<file path="src/rtl/core/polynomial_bisection_root_assert.svh">
// Assertion macros used by the polynomial bisection root controller.
`ifndef POLYNOMIAL_BISECTION_ROOT_ASSERT_SVH
`define POLYNOMIAL_BISECTION_ROOT_ASSERT_SVH

// Same-cycle implication, checked on every clk edge outside reset.
`define PBR_ASSERT_IMP(lbl, ante, cons, msg) \
  lbl: assert property (@(posedge clk) disable iff (rst) (ante) |-> (cons)) else $error(msg);

// Next-cycle implication, checked on every clk edge outside reset.
`define PBR_ASSERT_NXT(lbl, ante, cons, msg) \
  lbl: assert property (@(posedge clk) disable iff (rst) (ante) |=> (cons)) else $error(msg);

`endif

</file>
<file path="src/rtl/core/pbr_pkg.sv">
// Package: types, constants and command/status structs of the bisection root block.
package pbr_pkg;

  localparam int MAX_DEGREE = 6;
  localparam int NUM_COEF   = MAX_DEGREE + 1;
  localparam int STEP_W     = $clog2(NUM_COEF);
  localparam int TOL_W      = 17;
  localparam int CFG_IDX_W  = 4;

  // configuration register indexes
  localparam logic [CFG_IDX_W-1:0] CFG_COEF_0    = CFG_IDX_W'(0);
  localparam logic [CFG_IDX_W-1:0] CFG_TOLERANCE = CFG_IDX_W'(NUM_COEF);

  // evaluation point select
  localparam logic [1:0] XSEL_LO  = 2'd0;
  localparam logic [1:0] XSEL_HI  = 2'd1;
  localparam logic [1:0] XSEL_MID = 2'd2;

  // result select
  localparam logic [2:0] RES_ACC = 3'd0;
  localparam logic [2:0] RES_LO  = 3'd1;
  localparam logic [2:0] RES_HI  = 3'd2;
  localparam logic [2:0] RES_X   = 3'd3;
  localparam logic [2:0] RES_MID = 3'd4;

  typedef struct packed {
    logic               func;
    logic signed [31:0] x_low;
    logic signed [31:0] x_high;
  } pbr_in_t;

  typedef struct packed {
    logic signed [31:0] result_value;
    logic               exact_zero;
  } pbr_out_t;

  typedef struct packed {
    logic              load_item;
    logic              x_load;
    logic [1:0]        x_sel;
    logic              acc_init;
    logic              mul;
    logic              add;
    logic [STEP_W-1:0] step;
    logic              upd_hi;
    logic              upd_lo;
    logic              set_plo;
    logic              res_load;
    logic [2:0]        res_sel;
    logic              res_exact;
    logic              out_load;
  } pbr_cmd_t;

  typedef struct packed {
    logic acc_zero;
    logic sign_diff;
    logic wide;
  } pbr_stat_t;

endpackage

</file>
<file path="src/rtl/core/pbr_datapath.sv">
// Datapath: coefficient registers, Horner multiply-add unit, interval and result registers.
module pbr_datapath import pbr_pkg::*; (
  input  logic                 clk,
  input  logic                 rst,
  input  logic                 cfg_we,
  input  logic [CFG_IDX_W-1:0] cfg_index,
  input  logic [31:0]          cfg_data,
  input  pbr_in_t              in_data,
  input  pbr_cmd_t             cmd,
  output pbr_stat_t            stat,
  output pbr_out_t             out_data
);

  logic signed [31:0] coef [NUM_COEF];
  logic [TOL_W-1:0]   tol;
  logic signed [31:0] lo;
  logic signed [31:0] hi;
  logic signed [31:0] x;
  logic signed [31:0] acc;
  logic signed [63:0] prod;
  logic               plo_sign;
  logic signed [31:0] res_val;
  logic               res_exact;

  logic signed [48:0] sum;
  logic signed [31:0] acc_next;
  logic signed [32:0] lo_hi_sum;
  logic signed [31:0] mid;
  logic signed [32:0] width;
  logic [TOL_W-1:0]   tol_eff;
  logic signed [31:0] x_next;
  logic signed [31:0] res_next;

  // floor shift of the Q32.32 product back to Q16.16, then add and clamp
  assign sum = 49'(prod >>> 16) + 49'(coef[cmd.step]);

  always_comb begin
    if (sum > 49'sh0_7FFF_FFFF) begin
      acc_next = 32'sh7FFF_FFFF;
    end else if (sum < -49'sh0_8000_0000) begin
      acc_next = -32'sh8000_0000;
    end else begin
      acc_next = sum[31:0];
    end
  end

  assign lo_hi_sum = {lo[31], lo} + {hi[31], hi};
  assign mid       = lo_hi_sum[32:1];
  assign width     = {hi[31], hi} - {lo[31], lo};
  assign tol_eff   = (tol == '0) ? TOL_W'(1) : tol;

  assign stat.acc_zero  = (acc == '0);
  assign stat.sign_diff = plo_sign ^ acc[31];
  assign stat.wide      = width > $signed({16'b0, tol_eff});

  always_comb begin
    case (cmd.x_sel)
      XSEL_LO:  x_next = lo;
      XSEL_HI:  x_next = hi;
      XSEL_MID: x_next = mid;
      default:  x_next = lo;
    endcase
  end

  always_comb begin
    case (cmd.res_sel)
      RES_ACC: res_next = acc;
      RES_LO:  res_next = lo;
      RES_HI:  res_next = hi;
      RES_X:   res_next = x;
      RES_MID: res_next = mid;
      default: res_next = acc;
    endcase
  end

  always_ff @(posedge clk) begin
    if (rst) begin
      for (int i = 0; i < NUM_COEF; i++) begin
        coef[i] <= '0;
      end
      tol <= TOL_W'(1);
    end else if (cfg_we) begin
      if (cfg_index < CFG_TOLERANCE) begin
        coef[cfg_index[STEP_W-1:0]] <= cfg_data;
      end else if (cfg_index == CFG_TOLERANCE) begin
        tol <= cfg_data[TOL_W-1:0];
      end
    end
  end

  always_ff @(posedge clk) begin
    if (cmd.load_item) begin
      lo <= in_data.x_low;
      hi <= in_data.x_high;
      x  <= in_data.x_low;
    end else begin
      if (cmd.x_load) x <= x_next;
      if (cmd.upd_hi) hi <= x;
      if (cmd.upd_lo) lo <= x;
    end
    if (cmd.acc_init) begin
      acc <= coef[MAX_DEGREE];
    end else if (cmd.add) begin
      acc <= acc_next;
    end
    if (cmd.mul) prod <= acc * x;
    if (cmd.set_plo) plo_sign <= acc[31];
    if (cmd.res_load) begin
      res_val   <= res_next;
      res_exact <= cmd.res_exact;
    end
    if (cmd.out_load) begin
      out_data.result_value <= res_val;
      out_data.exact_zero   <= res_exact;
    end
  end

endmodule

</file>
<file path="src/rtl/core/pbr_ctrl.sv">
// Controller: sequences Horner passes, end-point tests and bisection halvings.
`include "polynomial_bisection_root_assert.svh"
module pbr_ctrl import pbr_pkg::*; (
  input  logic      clk,
  input  logic      rst,
  input  logic      in_valid,
  output logic      in_ready,
  input  logic      func,
  output logic      out_valid,
  input  logic      out_ready,
  input  pbr_stat_t stat,
  output pbr_cmd_t  cmd
);

  localparam logic [2:0] S_IDLE   = 3'd0;
  localparam logic [2:0] S_HMUL   = 3'd1;
  localparam logic [2:0] S_HADD   = 3'd2;
  localparam logic [2:0] S_CHECK  = 3'd3;
  localparam logic [2:0] S_LOOP   = 3'd4;
  localparam logic [2:0] S_FINISH = 3'd5;

  localparam logic [1:0] PH_EVAL = 2'd0;
  localparam logic [1:0] PH_LO   = 2'd1;
  localparam logic [1:0] PH_HI   = 2'd2;
  localparam logic [1:0] PH_MID  = 2'd3;

  localparam logic [STEP_W-1:0] STEP_FIRST = STEP_W'(MAX_DEGREE - 1);

  logic [2:0]        state, state_next;
  logic [1:0]        phase, phase_next;
  logic [STEP_W-1:0] step, step_next;

  always_comb begin
    cmd        = '0;
    cmd.step   = step;
    in_ready   = 1'b0;
    state_next = state;
    phase_next = phase;
    step_next  = step;
    case (state)
      S_IDLE: begin
        in_ready = 1'b1;
        if (in_valid) begin
          cmd.load_item = 1'b1;
          cmd.acc_init  = 1'b1;
          step_next     = STEP_FIRST;
          phase_next    = func ? PH_LO : PH_EVAL;
          state_next    = S_HMUL;
        end
      end
      S_HMUL: begin
        cmd.mul    = 1'b1;
        state_next = S_HADD;
      end
      S_HADD: begin
        cmd.add = 1'b1;
        if (step == '0) begin
          state_next = S_CHECK;
        end else begin
          step_next  = step - STEP_W'(1);
          state_next = S_HMUL;
        end
      end
      S_CHECK: begin
        case (phase)
          PH_EVAL: begin
            cmd.res_load = 1'b1;
            cmd.res_sel  = RES_ACC;
            state_next   = S_FINISH;
          end
          PH_LO: begin
            if (stat.acc_zero) begin
              cmd.res_load  = 1'b1;
              cmd.res_sel   = RES_LO;
              cmd.res_exact = 1'b1;
              state_next    = S_FINISH;
            end else begin
              cmd.set_plo  = 1'b1;
              cmd.x_load   = 1'b1;
              cmd.x_sel    = XSEL_HI;
              cmd.acc_init = 1'b1;
              step_next    = STEP_FIRST;
              phase_next   = PH_HI;
              state_next   = S_HMUL;
            end
          end
          PH_HI: begin
            if (stat.acc_zero) begin
              cmd.res_load  = 1'b1;
              cmd.res_sel   = RES_HI;
              cmd.res_exact = 1'b1;
              state_next    = S_FINISH;
            end else begin
              state_next = S_LOOP;
            end
          end
          default: begin
            if (stat.acc_zero) begin
              cmd.res_load  = 1'b1;
              cmd.res_sel   = RES_X;
              cmd.res_exact = 1'b1;
              state_next    = S_FINISH;
            end else begin
              if (stat.sign_diff) begin
                cmd.upd_hi = 1'b1;
              end else begin
                cmd.upd_lo  = 1'b1;
                cmd.set_plo = 1'b1;
              end
              state_next = S_LOOP;
            end
          end
        endcase
      end
      S_LOOP: begin
        if (stat.wide) begin
          cmd.x_load   = 1'b1;
          cmd.x_sel    = XSEL_MID;
          cmd.acc_init = 1'b1;
          step_next    = STEP_FIRST;
          phase_next   = PH_MID;
          state_next   = S_HMUL;
        end else begin
          cmd.res_load = 1'b1;
          cmd.res_sel  = RES_MID;
          state_next   = S_FINISH;
        end
      end
      S_FINISH: begin
        if (!out_valid || out_ready) begin
          cmd.out_load = 1'b1;
          state_next   = S_IDLE;
        end
      end
      default: begin
        state_next = S_IDLE;
      end
    endcase
  end

  always_ff @(posedge clk) begin
    if (rst) begin
      state     <= S_IDLE;
      phase     <= PH_EVAL;
      step      <= '0;
      out_valid <= 1'b0;
    end else begin
      state <= state_next;
      phase <= phase_next;
      step  <= step_next;
      if (cmd.out_load) begin
        out_valid <= 1'b1;
      end else if (out_ready) begin
        out_valid <= 1'b0;
      end
    end
  end

  `PBR_ASSERT_NXT(a_accept_starts_horner, in_valid && in_ready, state == S_HMUL, "item did not start a Horner pass")
  `PBR_ASSERT_NXT(a_last_step_checks, state == S_HADD && step == '0, state == S_CHECK, "Horner pass overran its last step")
  `PBR_ASSERT_NXT(a_finish_holds, state == S_FINISH && out_valid && !out_ready, state == S_FINISH && out_valid, "finished item lost while output stalled")
  `PBR_ASSERT_IMP(a_eval_not_exact, state == S_CHECK && phase == PH_EVAL, !cmd.res_exact, "evaluation flagged exact zero")

endmodule

</file>
<file path="src/rtl/core/polynomial_bisection_root.sv">
// Evaluate: one Horner pass of 6 steps (each a 32x32 multiply, then shift/add/clamp), one check
// state and one output load. Root search: two end-point passes, then one Horner pass per halving,
// up to 32 halvings; one item in flight, next taken once idle.
// A finished result waits in the output register; a new item may be accepted meanwhile.
// Synchronous active-high reset: coefficients clear to 0, tolerance to 1, output empty.
module polynomial_bisection_root import pbr_pkg::*; (
  input  logic                 clk,
  input  logic                 rst,
  input  logic                 in_valid,
  output logic                 in_ready,
  input  pbr_in_t              in_data,
  output logic                 out_valid,
  input  logic                 out_ready,
  output pbr_out_t             out_data,
  input  logic                 cfg_valid,
  output logic                 cfg_ready,
  input  logic [CFG_IDX_W-1:0] cfg_index,
  input  logic [31:0]          cfg_data
);

  // command and status buses between controller and datapath
  pbr_cmd_t  cmd;
  pbr_stat_t stat;

  // register file never stalls a write; writes take effect at the handshake edge
  assign cfg_ready = 1'b1;

  pbr_ctrl u_ctrl (
    .clk       (clk),
    .rst       (rst),
    .in_valid  (in_valid),
    .in_ready  (in_ready),
    .func      (in_data.func),
    .out_valid (out_valid),
    .out_ready (out_ready),
    .stat      (stat),
    .cmd       (cmd)
  );

  // Horner unit, interval bounds, coefficient/tolerance registers and output item
  pbr_datapath u_datapath (
    .clk       (clk),
    .rst       (rst),
    .cfg_we    (cfg_valid && cfg_ready),
    .cfg_index (cfg_index),
    .cfg_data  (cfg_data),
    .in_data   (in_data),
    .cmd       (cmd),
    .stat      (stat),
    .out_data  (out_data)
  );

endmodule

</file>
<file path="config.mk">
export PLATFORM = sky130hd
export DESIGN_NAME = polynomial_bisection_root
export DESIGN_NICKNAME = d
export VERILOG_FILES = /design/src/rtl/core/pbr_pkg.sv /design/src/rtl/core/pbr_datapath.sv /design/src/rtl/core/pbr_ctrl.sv /design/src/rtl/core/polynomial_bisection_root.sv
export VERILOG_INCLUDE_DIRS = /design/src /design/src/rtl/core
export SDC_FILE = /design/constraint.sdc
export NUM_CORES = 2
export LEC_CHECK = 0
export BUFFER_PORTS_ARGS = -buffer_cell sky130_fd_sc_hd__buf_2
export CAP_MARGIN = 20
export CORE_UTILIZATION = 71
export CTS_CLUSTER_DIAMETER = 50
export CTS_CLUSTER_SIZE = 25
export DETAILED_ROUTE_END_ITERATION = 6
export PLACE_DENSITY = 0.95
export SYNTH_ARGS = -nofsm -noshare
export SYNTH_HDL_FRONTEND = slang
export SYNTH_SLANG_ARGS = --single-unit
</file>
<file path="constraint.sdc">
create_clock -name clk -period 13.2 [get_ports clk]
set_input_delay 0.66 -clock clk [delete_from_list [all_inputs] [get_ports clk]]
set_output_delay 0.66 -clock clk [all_outputs]
set_load 0.02 [all_outputs]
</file>
==> flow_metrics.env <==
export IMPL_coreArea_sq_um=90300
export IMPL_overflow=0
export IMPL_grt_pass1_wl_microns=314000
export IMPL_finalWirelength_microns=201000
export IMPL_globalplace_congestion=1.03
export IMPL_crit_slowest_cell="fa_1"
export IMPL_synth_area_leaders="fa_1 (33%), edfxtp_1 (22%), inv_1 (6.4%)"
export IMPL_ys_seq_area_share_pct=23.5
export IMPL_synth_simple_area_share_pct=14.6
export IMPL_clock_latency_ps=690
export IMPL_synth_top_family_by_area="adder cells"
export IMPL_nNetsFinal=8001
export IMPL_synthAdderAreaFrac_pct=39.5
export IMPL_dieArea_sq_um=92700
export IMPL_finalSetupTns_ps=0
export IMPL_rsz0062_at_grt="false"
export IMPL_rr_startpoint="u_datapath.x[5]$_DFFE_PP_"
export IMPL_min_path_type="in2reg"
export IMPL_dp_final_hpwl_microns=145000
export IMPL_final_cells=7731
export IMPL_cpPeakStageDelay_ps=1000
export IMPL_hold_buffers=0
export IMPL_synth_flop_cell="edfxtp_1"
export IMPL_start_util_pct=71.9
export IMPL_detail_route_antenna_nets=0
export IMPL_synthMuxAreaShare_pct=3.80
export IMPL_slew_headroom_pct=31.8
export IMPL_fin_crit_sh_pct=69.4
export IMPL_drv_cap=0
export IMPL_setup_violations=0
export IMPL_cts_root_buffer="clkbuf_16"
export IMPL_synthArstFlopShare_pct=0
export IMPL_row_count=110
export IMPL_cts_resized_gates=0
export IMPL_grt_pass1_vias=55900
export IMPL_vias_per_cell=6.63
export IMPL_vias=51300
export IMPL_finalClockSkew_ps=75.2
export IMPL_status="finished, violations left"
export IMPL_arrival_ps=9600
export IMPL_report_final_hold_viol_count=0
export IMPL_drv_slew=0
export IMPL_violations="DRC"
export IMPL_synth_compound_area_share_pct=8.00
export IMPL_cts_path_max_buffers=3
export IMPL_post_cts_buffers=0
export IMPL_clk_pin_slew_worst_paths_ps=80
export IMPL_syn_avg_cell_area_sq_um=9.95
export IMPL_min_from="cfg_data[28]"
export IMPL_dieWidth_microns=304
export IMPL_dpl_cell_count=7608
export IMPL_synth_area_sq_um=64900
export IMPL_worst_path_most_repeated_cell="fa_1"
export IMPL_num_io_pins=142
export IMPL_fmax_mhz=109
export IMPL_cts_buffers=61
export IMPL_cts_tree="yes"
export IMPL_synth_xor_area_share_pct=1.98
export IMPL_cp_required_ps=13640
export IMPL_worst_slew_pin_slew_ps=1020
export IMPL_crit_start="u_datapath.x[5]$_DFFE_PP_"
export IMPL_drive_above_1_share_pct=7.71
export IMPL_yosysWarnings=0
export IMPL_finish_utilization_pct=76.3
export IMPL_endpoint_kind="flop"
export IMPL_port_buffers=140
export IMPL_antenna_found_initial=9
export IMPL_synth_edf_count=467
export IMPL_synthToLayoutAreaGrowth_pct=6.15
export IMPL_ys_ff_latch=528
export IMPL_synth_largest_area_cell="fa_1"
export IMPL_route_detailed_drc=79
export IMPL_critPathMaxFanout=32
export IMPL_drt_iter0_drc=6454
export IMPL_first_pass_iters=7
export IMPL_die_height_microns=304
export IMPL_grt_max_degree=85
export IMPL_ys_types=89
export IMPL_grt_total_usage_pct=44.9
export IMPL_clock_sinks=528
export IMPL_yosysTopAreaCellShare_pct=33.4
export IMPL_cts_max_level=2
export IMPL_period_needed_ps=9160
export IMPL_startpoint_type="flop"
export IMPL_path_class="reg2reg"
export IMPL_syn_inst=6524
export IMPL_wl_per_cell_microns=26.0
## sequential cells by signal, indices dropped and copies added, names as in the netlist, named ones only
name	count
u_ctrl.out_valid	1
u_ctrl.phase	2
u_ctrl.state	3
u_ctrl.step	3
u_datapath.acc	32
u_datapath.coef	256
u_datapath.hi	32
u_datapath.lo	32
u_datapath.out_data	33
u_datapath.plo_sign	1
u_datapath.prod	48
u_datapath.res_exact	1
u_datapath.res_val	32
u_datapath.tol	17
u_datapath.x	32
## area by class of cell
type / count / area, sq um
antenna: 4 / 10.0
clock buffer: 64 / 1550
clock inverter: 52 / 677
fill: 5322 / 21400
inverter: 1115 / 4190
multi-input combinational: 4553 / 44300
sequential: 528 / 15300
tap: 1176 / 1470
timing repair buffer: 239 / 1480
## path summary, 6_finish.rpt
check | end | slack, ps | depth (start not counted)
setup / recovery | u_datapath.prod[62]$_DFFE_PP_ | 4040 | 27
hold / removal | u_datapath.coef[6][28]$_SDFFE_PP0P_ | 230 | 3
hold reg to reg | u_datapath.out_data[10]$_DFFE_PP_ | 420 | 0
setup reg to reg | u_datapath.prod[62]$_DFFE_PP_ | 4040 | 27
## critical path, delay by kind of cell, from the launching register on
kind	cells	cell delay [ps]
AND/OR/NAND/NOR	1	230
adder cells (fa/ha/maj)	9	4860
buffers and inverters	8	1680
AO/OA/AOI/OAI	8	1620
flip-flops	1	380
XOR/XNOR	1	150
## kinds of logic after synthesis
| logic type | after synthesis |
|---|---|
| DFF | 528 |
| other | 2 |
| AOI/OAI and AO/OA | 815 |
| and+or+nand+nor | 1999 |
| buffers and inverters | 1474 |
| adders and majority gates | 1397 |
| muxes | 162 |
| xor gates and xnor gates | 147 |
## per-layer routing
metal	GRT usage (%)	share of wire (%)
met5	0	0.036
met1	52.6	31
met2	69.7	45
met3	14.3	14
met4	33.5	9.2
## through the flow
stage	hold slack, ps	area [sq um]	setup WS, ps
finish	228	68900	4040
global placement	401	66600	4520
detailed placement	405	66600	4300
global route	240	68900	3580
CTS	213	68900	4230
floorplan	400	65100	5300
## cell usage after synthesis (61+ instances only)
master    count
and2_1      551
fa_1       1084
dfxtp_1      61
inv_1      1110
o21ai_0     178
clkbuf_1    320
mux4_2       64
a21oi_1     280
mux2i_1      64
xnor2_1     101
ha_1        313
nand2_1     897
nor2_1      302
edfxtp_1    467
## placed cells by master, fill, tap and decap left out, types with 24 or more instances in the layout
cell and count:
xor2_1 46, buf_2 140, nand4_1 31, edfxtp_1 467, o21ai_0 177, a21o_1 54, conb_1 33, o2bb2ai_1 26
a211oi_1 24, nand3_1 34, mux2i_1 64, nor2_1 301, nand2_1 896, inv_1 1110, dfxtp_1 58, a21oi_1 280
nand2b_1 27, nor3_1 45, o211ai_1 25, fa_1 1084, and2_1 550, clkbuf_16 61, nor2b_1 27, buf_4 96
xnor2_1 101, mux2_2 34, ha_1 311, mux4_2 64
Power is not shown: default switching activity piles up to over one toggle a cycle in this logic, so the estimate is an artifact.
